===== config.mk =====
export PLATFORM = sky130hd
export DESIGN_NAME = arwlt_ctrl
export DESIGN_NICKNAME = d
export VERILOG_FILES = /design/src/design/arwlt_pkg.sv /design/src/design/arwlt_ctrl.sv
export SDC_FILE = /design/constraint.sdc
export NUM_CORES = 1
export LEC_CHECK = 0
export BUFFER_PORTS_ARGS = -buffer_cell sky130_fd_sc_hd__buf_4
export CAP_MARGIN = 15
export CELL_PAD_IN_SITES_DETAIL_PLACEMENT = 0
export CELL_PAD_IN_SITES_GLOBAL_PLACEMENT = 1
export CORE_AREA = 2 2 39 41
export CTS_BUF_LIST = sky130_fd_sc_hd__clkbuf_16
export DETAILED_ROUTE_END_ITERATION = 6
export DIE_AREA = 0 0 41 43
export HOLD_SLACK_MARGIN = 0.1
export PLACE_DENSITY_LB_ADDON = 0.05
export SYNTH_ARGS = -nofsm -noshare
export SYNTH_HDL_FRONTEND = slang
export SYNTH_SLANG_ARGS = --single-unit

===== constraint.sdc =====
create_clock -name i_clk -period 3.11 [get_ports i_clk]
set_input_delay 0.622 -clock i_clk [delete_from_list [all_inputs] [get_ports i_clk]]
set_output_delay 0.622 -clock i_clk [all_outputs]
set_load 0.05 [all_outputs]

===== src/design/arwlt_pkg.sv =====
// ----------------------------------------------------------------------------
// arwlt_pkg
// Types and constants shared by the address lock table modules.
// ----------------------------------------------------------------------------
package arwlt_pkg;

    localparam int BUCKETS    = 64;
    localparam int WAYS       = 4;
    localparam int NODES      = 48;
    localparam int ADDR_W     = 32;
    localparam int ENTRIES    = BUCKETS * WAYS;
    localparam int BKT_W      = (BUCKETS > 1) ? $clog2(BUCKETS) : 1;
    localparam int WAY_W      = (WAYS > 1) ? $clog2(WAYS) : 1;
    localparam int ENT_W      = (ENTRIES > 1) ? $clog2(ENTRIES) : 1;
    localparam int WAYCNT_W   = $clog2(WAYS + 1);
    localparam int ENTCNT_W   = $clog2(ENTRIES + 1);
    localparam int NODE_W     = 6;
    localparam int CMD_W      = 3;

    localparam logic [CMD_W-1:0] CMD_ACQ_READ  = 3'd0;
    localparam logic [CMD_W-1:0] CMD_ACQ_WRITE = 3'd1;
    localparam logic [CMD_W-1:0] CMD_REL_READ  = 3'd2;
    localparam logic [CMD_W-1:0] CMD_REL_WRITE = 3'd3;
    localparam logic [CMD_W-1:0] CMD_REL_NODE  = 3'd4;

    localparam logic [1:0] CONF_NONE = 2'd0;
    localparam logic [1:0] CONF_WAW  = 2'd1;
    localparam logic [1:0] CONF_WAR  = 2'd2;
    localparam logic [1:0] CONF_RAW  = 2'd3;

    typedef enum logic [2:0] {
        ST_IDLE,
        ST_SEARCH,
        ST_UPDATE,
        ST_SWEEP,
        ST_DONE
    } t_state;

    // Controller to datapath
    typedef struct packed {
        logic load;       // capture request
        logic way_read;   // read entry at search pointer
        logic way_next;   // evaluate read entry, advance pointer
        logic update;     // apply acquire/release on found entry
        logic sweep_read; // read entry at sweep pointer
        logic sweep_next; // write back swept entry, advance
        logic out_load;   // present result
    } t_cmd;

    // Datapath to controller
    typedef struct packed {
        logic search_last; // last way evaluated
        logic sweep_last;  // last entry written back
        logic is_node_rel; // request is release node
        logic is_table;    // request touches one bucket
        logic out_busy;    // result register holds unread result
    } t_status;

endpackage


===== src/design/arwlt_ctrl.sv =====
// ----------------------------------------------------------------------------
// arwlt_ctrl
// Sequencer: bucket search, entry update and node release sweep.
// ----------------------------------------------------------------------------
module arwlt_ctrl
    import arwlt_pkg::*;
(
    input  logic    i_clk,
    input  logic    i_rst_n,
    input  logic    i_valid,
    output logic    o_stall,
    input  t_status i_status,
    output t_cmd    o_cmd
);

    t_state r_state, n_state;
    logic   r_rd;  // a read is in flight from memory
    logic   n_rd;

    always_ff @(posedge i_clk) begin
        if (!i_rst_n) begin
            r_state <= ST_IDLE;
            r_rd    <= 1'b0;
        end else begin
            r_state <= n_state;
            r_rd    <= n_rd;
        end
    end

    always_comb begin
        n_state = r_state;
        n_rd    = 1'b0;
        unique case (r_state)
            ST_IDLE: begin
                if (i_valid) begin
                    priority if (i_status.is_node_rel) n_state = ST_SWEEP;
                    else if (i_status.is_table) n_state = ST_SEARCH;
                    else n_state = ST_DONE;
                end
            end
            ST_SEARCH: begin
                n_rd = !r_rd || !i_status.search_last;
                if (r_rd && i_status.search_last) n_state = ST_UPDATE;
            end
            ST_UPDATE: n_state = ST_DONE;
            ST_SWEEP: begin
                n_rd = !r_rd || !i_status.sweep_last;
                if (r_rd && i_status.sweep_last) n_state = ST_DONE;
            end
            ST_DONE: begin
                if (!i_status.out_busy) n_state = ST_IDLE;
            end
            default: n_state = ST_IDLE;
        endcase
    end

    always_comb begin
        o_cmd   = '0;
        o_stall = 1'b1;
        unique case (r_state)
            ST_IDLE: begin
                o_stall    = 1'b0;
                o_cmd.load = i_valid;
            end
            ST_SEARCH: begin
                o_cmd.way_read = !r_rd || !i_status.search_last;
                o_cmd.way_next = r_rd;
            end
            ST_UPDATE: o_cmd.update = 1'b1;
            ST_SWEEP: begin
                o_cmd.sweep_read = !r_rd || !i_status.sweep_last;
                o_cmd.sweep_next = r_rd;
            end
            ST_DONE: o_cmd.out_load = !i_status.out_busy;
            default: o_cmd = '0;
        endcase
    end

endmodule


==> impl_summary.txt <==
----------------------------------------------------
[Run status]
  Status ... finished, final reports clean

[Worst setup path]
  Worst-path cell with the longest stage delay ... sky130_fd_sc_hd__dfxtp_1
  Crit. End Element ... output pin
  Dominant delay contributor by cell family on the critical path ... flip-flops
  Cells along the critical path ... or2b_1, a211oi_1, buf_4
  Sum of buffers and inverters on the critical path ... 1
  Crit path kind ... reg2out
  Critical Path Fanout Max ... 7
  Endpoint required time on the critical path ... ~2.5 ns
  Arr. time, crit path ... about 1.4 ns
  Stage delay of the slowest cell on the critical path ... 0.45 ns
  Startpoint type of the worst setup path ... register

[Global route]
  Initial antenna violation count ... 0
  GRT overflow ... 0
  Wire length of the first global-routing pass ... ~1.4 mm
  Pin count of the biggest net entering global routing ... 11
  Via count of the first global-routing pass ... roughly 310
  Gr usage total ... 11.9%

[Timing]
  Unrepaired setup endpoints after global routing ... no
  Minimum clock period after layout ... approximately 2.0 ns
  Rel. slew slack ... roughly 77%
  Final slew viol count ... 0
  Final setup violating endpoints ... 0
  Highest achievable clock rate ... between 400 and 500 MHz
  Setup TNS ... 0 ns
  Clock skew after layout ... 0.00310 ns
  Tightest Pin Transition ... about 0.35 ns
  Final Hold Fails ... 0
  Tcrit/Tclk final ... around 65%

[Logic synthesis]
  YS warnings ... 0
  Syn avg cell area ... 8.20 um^2
  Post-synthesis instance area ... slightly above 300 um^2
  Count of state elements after synthesis ... 4
  Count of mapped cells out of synthesis ... 38
  Library cells used by synthesis ... 24
  Net count of the mapped netlist ... between 40 and 50
  Fraction of the yosys area taken by sequential cells ... around a quarter

[Place]
  Placed cells ... between 60 and 70
  Last weighted congestion value of the routability-driven placer ... about 0.68
  Port-buffer cells ... 15
  Half-perimeter wire length after placement ... roughly 610 um

[Clock tree]
  CTS root buffer ... sky130_fd_sc_hd__clkbuf_16
  H-Tree Level Count ... 1
  Max Root-Sink Buffers ... 2
  Clock tree from TritonCTS ... done
  Count of buffers added by post-CTS timing repair for setup ... 0
  Clock slew seen by the registers of the worst setup and hold paths ... ~0.030 ns
  Post-CTS Hold Fix Bufs ... 0
  Post_cts resized ... 0
  Num CTS Buffers ... 3
  Sinks on the clock net ... 4
  Insertion delay of the later-clocked pin in the worst-skew pair ... ~0.23 ns

[Drt]
  Count of nets left with antenna violations after detail routing ... 0
  Violation count after the first detailed-route iteration ... 5
  Residual DRC ... 0
  Number of vias after detailed routing ... ~320
  Mean routed wirelength per cell ... approximately 11 um
  Detailed-router iteration count before antenna repair ... 2
  Ratio of routed vias to standard cells ... between 4 and 5
  Total Routed Length ... between 800 and 900 um

[Power and ir drop]
  Largest vdd supply drop ... between 0.0002 and 0.0003 V
  PnR Total Power ... 0.451 mW
  Leakage power figure ... between 0.2 and 0.25 nW
  Clk pwr share ... between 40% and 50%
  Switching share of power ... 36.3%
  Sequential fraction of design power ... between 10% and 20%
  Internal power summed over all cells ... approximately 0.29 mW
  Reported net switching power ... between 0.15 and 0.2 mW
  Relative contribution of combinational cells to total power ... between 30% and 40%
  Pwr/cell area ... roughly 910 nW/um^2

[Floorplan]
  Site Rows ... 14
  Horizontal extent of the die ... approximately 41 um
  Chip Height ... approximately 43 um
  Initial cell density of the core ... between 20% and 30%
  Standard cell core area ... approximately 1400 um^2
  I/O pin total ... 16
  Total Die Area ... around 1800 um^2

[Finish]
  Non-filler instance count after layout ... 70
  Number of diodes ... 0
  Layout fillers ... around 150
  Layout Nets ... 64
  Post-synthesis to final-layout area growth ... 59.4%
  Proportion of layout cells with a drive suffix above 1 ... 38.9%
  Highest-count cells in the layout ignoring fill and taps ... sky130_fd_sc_hd__buf_4, sky130_fd_sc_hd__inv_1, sky130_fd_sc_hd__dfxtp_1, sky130_fd_sc_hd__nor2_1, sky130_fd_sc_hd__clkbuf_16
  Most common cell after layout, fill and taps aside ... sky130_fd_sc_hd__buf_4

[Min path]
  Path category of the worst min-delay check ... reg2reg

[Run]
  # Max-Cap Violations ... 0

----------------------------------------------------
[sequential cells by signal (all words and copies together), names as in the netlist]
signal and cells:
r_rd 1, r_state 3
[cells by family after synthesis]
kind of cell,synth area share [%]
simple gates,32.1
flops,25.7
buf+inv,13.3
compound gates,22.5
mux,6.43
[worst register-to-register path: cells and delay by family (launching register included)]
kind / cells / cell delay (ns)
DFF: 1 / 0.51
AOI/OAI and AO/OA: 2 / 0.38
muxes: 1 / 0.29
[cells in the mapped netlist (all sizes together)]
library cell / number / share of area (%)
a211oi: 2 / 4.8
a21oi: 1 / 1.6
a221oi: 1 / 2.8
and2: 1 / 2.0
and3: 1 / 2.0
buf: 2 / 7.2
dfxtp: 4 / 26
inv: 5 / 6.0
mux2i: 2 / 6.4
nand2: 2 / 2.4
nand3: 2 / 3.2
nor2: 3 / 3.6
nor2b: 1 / 4.4
nor3: 2 / 4.8
nor3b: 1 / 2.4
nor4b: 1 / 2.8
o21a: 1 / 2.4
o21ai: 2 / 3.2
o21bai: 1 / 2.4
o32ai: 1 / 5.2
or2b: 1 / 2.4
or3: 1 / 2.0
[stage by stage]
| stage | instance area, um^2 | hold WS (ns) | worst slack [ns] | util (%) |
|---|---|---|---|---|
| 6_report | 497 | 0.636 | 1.10 | 35.9 |
| 5_1_grt | 497 | 0.691 | 0.981 | 35.9 |
| 4_1_cts | 497 | 0.639 | 1.10 | 35.9 |
| 3_5_place_dp | 422 | 0.631 | 1.31 | 30.5 |
| 3_3_place_gp | 422 | 0.646 | 1.30 | 30.5 |
| 2_1_floorplan | 312 | 0.576 | 0.635 | - |
[area by class of cell]
class                           instances  area [um^2]  area share [%]
Sequential cell                         4         80.1            16.1
Inverter                                5         18.8            3.78
Timing Repair Buffer                   15          113            22.7
Multi-Input combinational cell         27          190            38.3
Tap cell                               16         20.0            4.03
Clock buffer                            3         75.1            15.1
[path summary, 6_finish.rpt]
path                            from                      end  slack (ns)  depth (start not counted)
max          r_state[0]$_SDFFE_PN0P_                 o_cmd[5]        1.10                          3
min          r_state[2]$_SDFFE_PN0P_  r_state[2]$_SDFFE_PN0P_        0.64                          2
max reg2reg  r_state[1]$_SDFFE_PN0P_  r_state[0]$_SDFFE_PN0P_        1.83                          3
min reg2reg  r_state[2]$_SDFFE_PN0P_  r_state[2]$_SDFFE_PN0P_        0.64                          2
[power by group through the flow]
stage	Sequential, mW	Clock, mW	Combinational (mW)
detailed placement	0.0836	0	0.166
finish	0.0829	0.203	0.165
CTS	0.0829	0.207	0.168
floorplan	0.0694	0	0.141
global route	0.0865	0.209	0.177
global placement	0.0841	0	0.164
[routing by layer]
| metal | part of all wire (%) | vias to the layer above | wire length (um) | GRT usage, % |
|---|---|---|---|---|
| met2 | 48 | 15 | 386 | 16.9 |
| met1 | 41 | 138 | 327 | 14.1 |
| li1 | - | 166 | - | - |
| met4 | 2.1 | 0 | 17 | 10.0 |
| met3 | 8.8 | 2 | 71 | 3.14 |
| met5 | 0 | - | 0 | 0 |
Power figures use the tool's default switching activity.
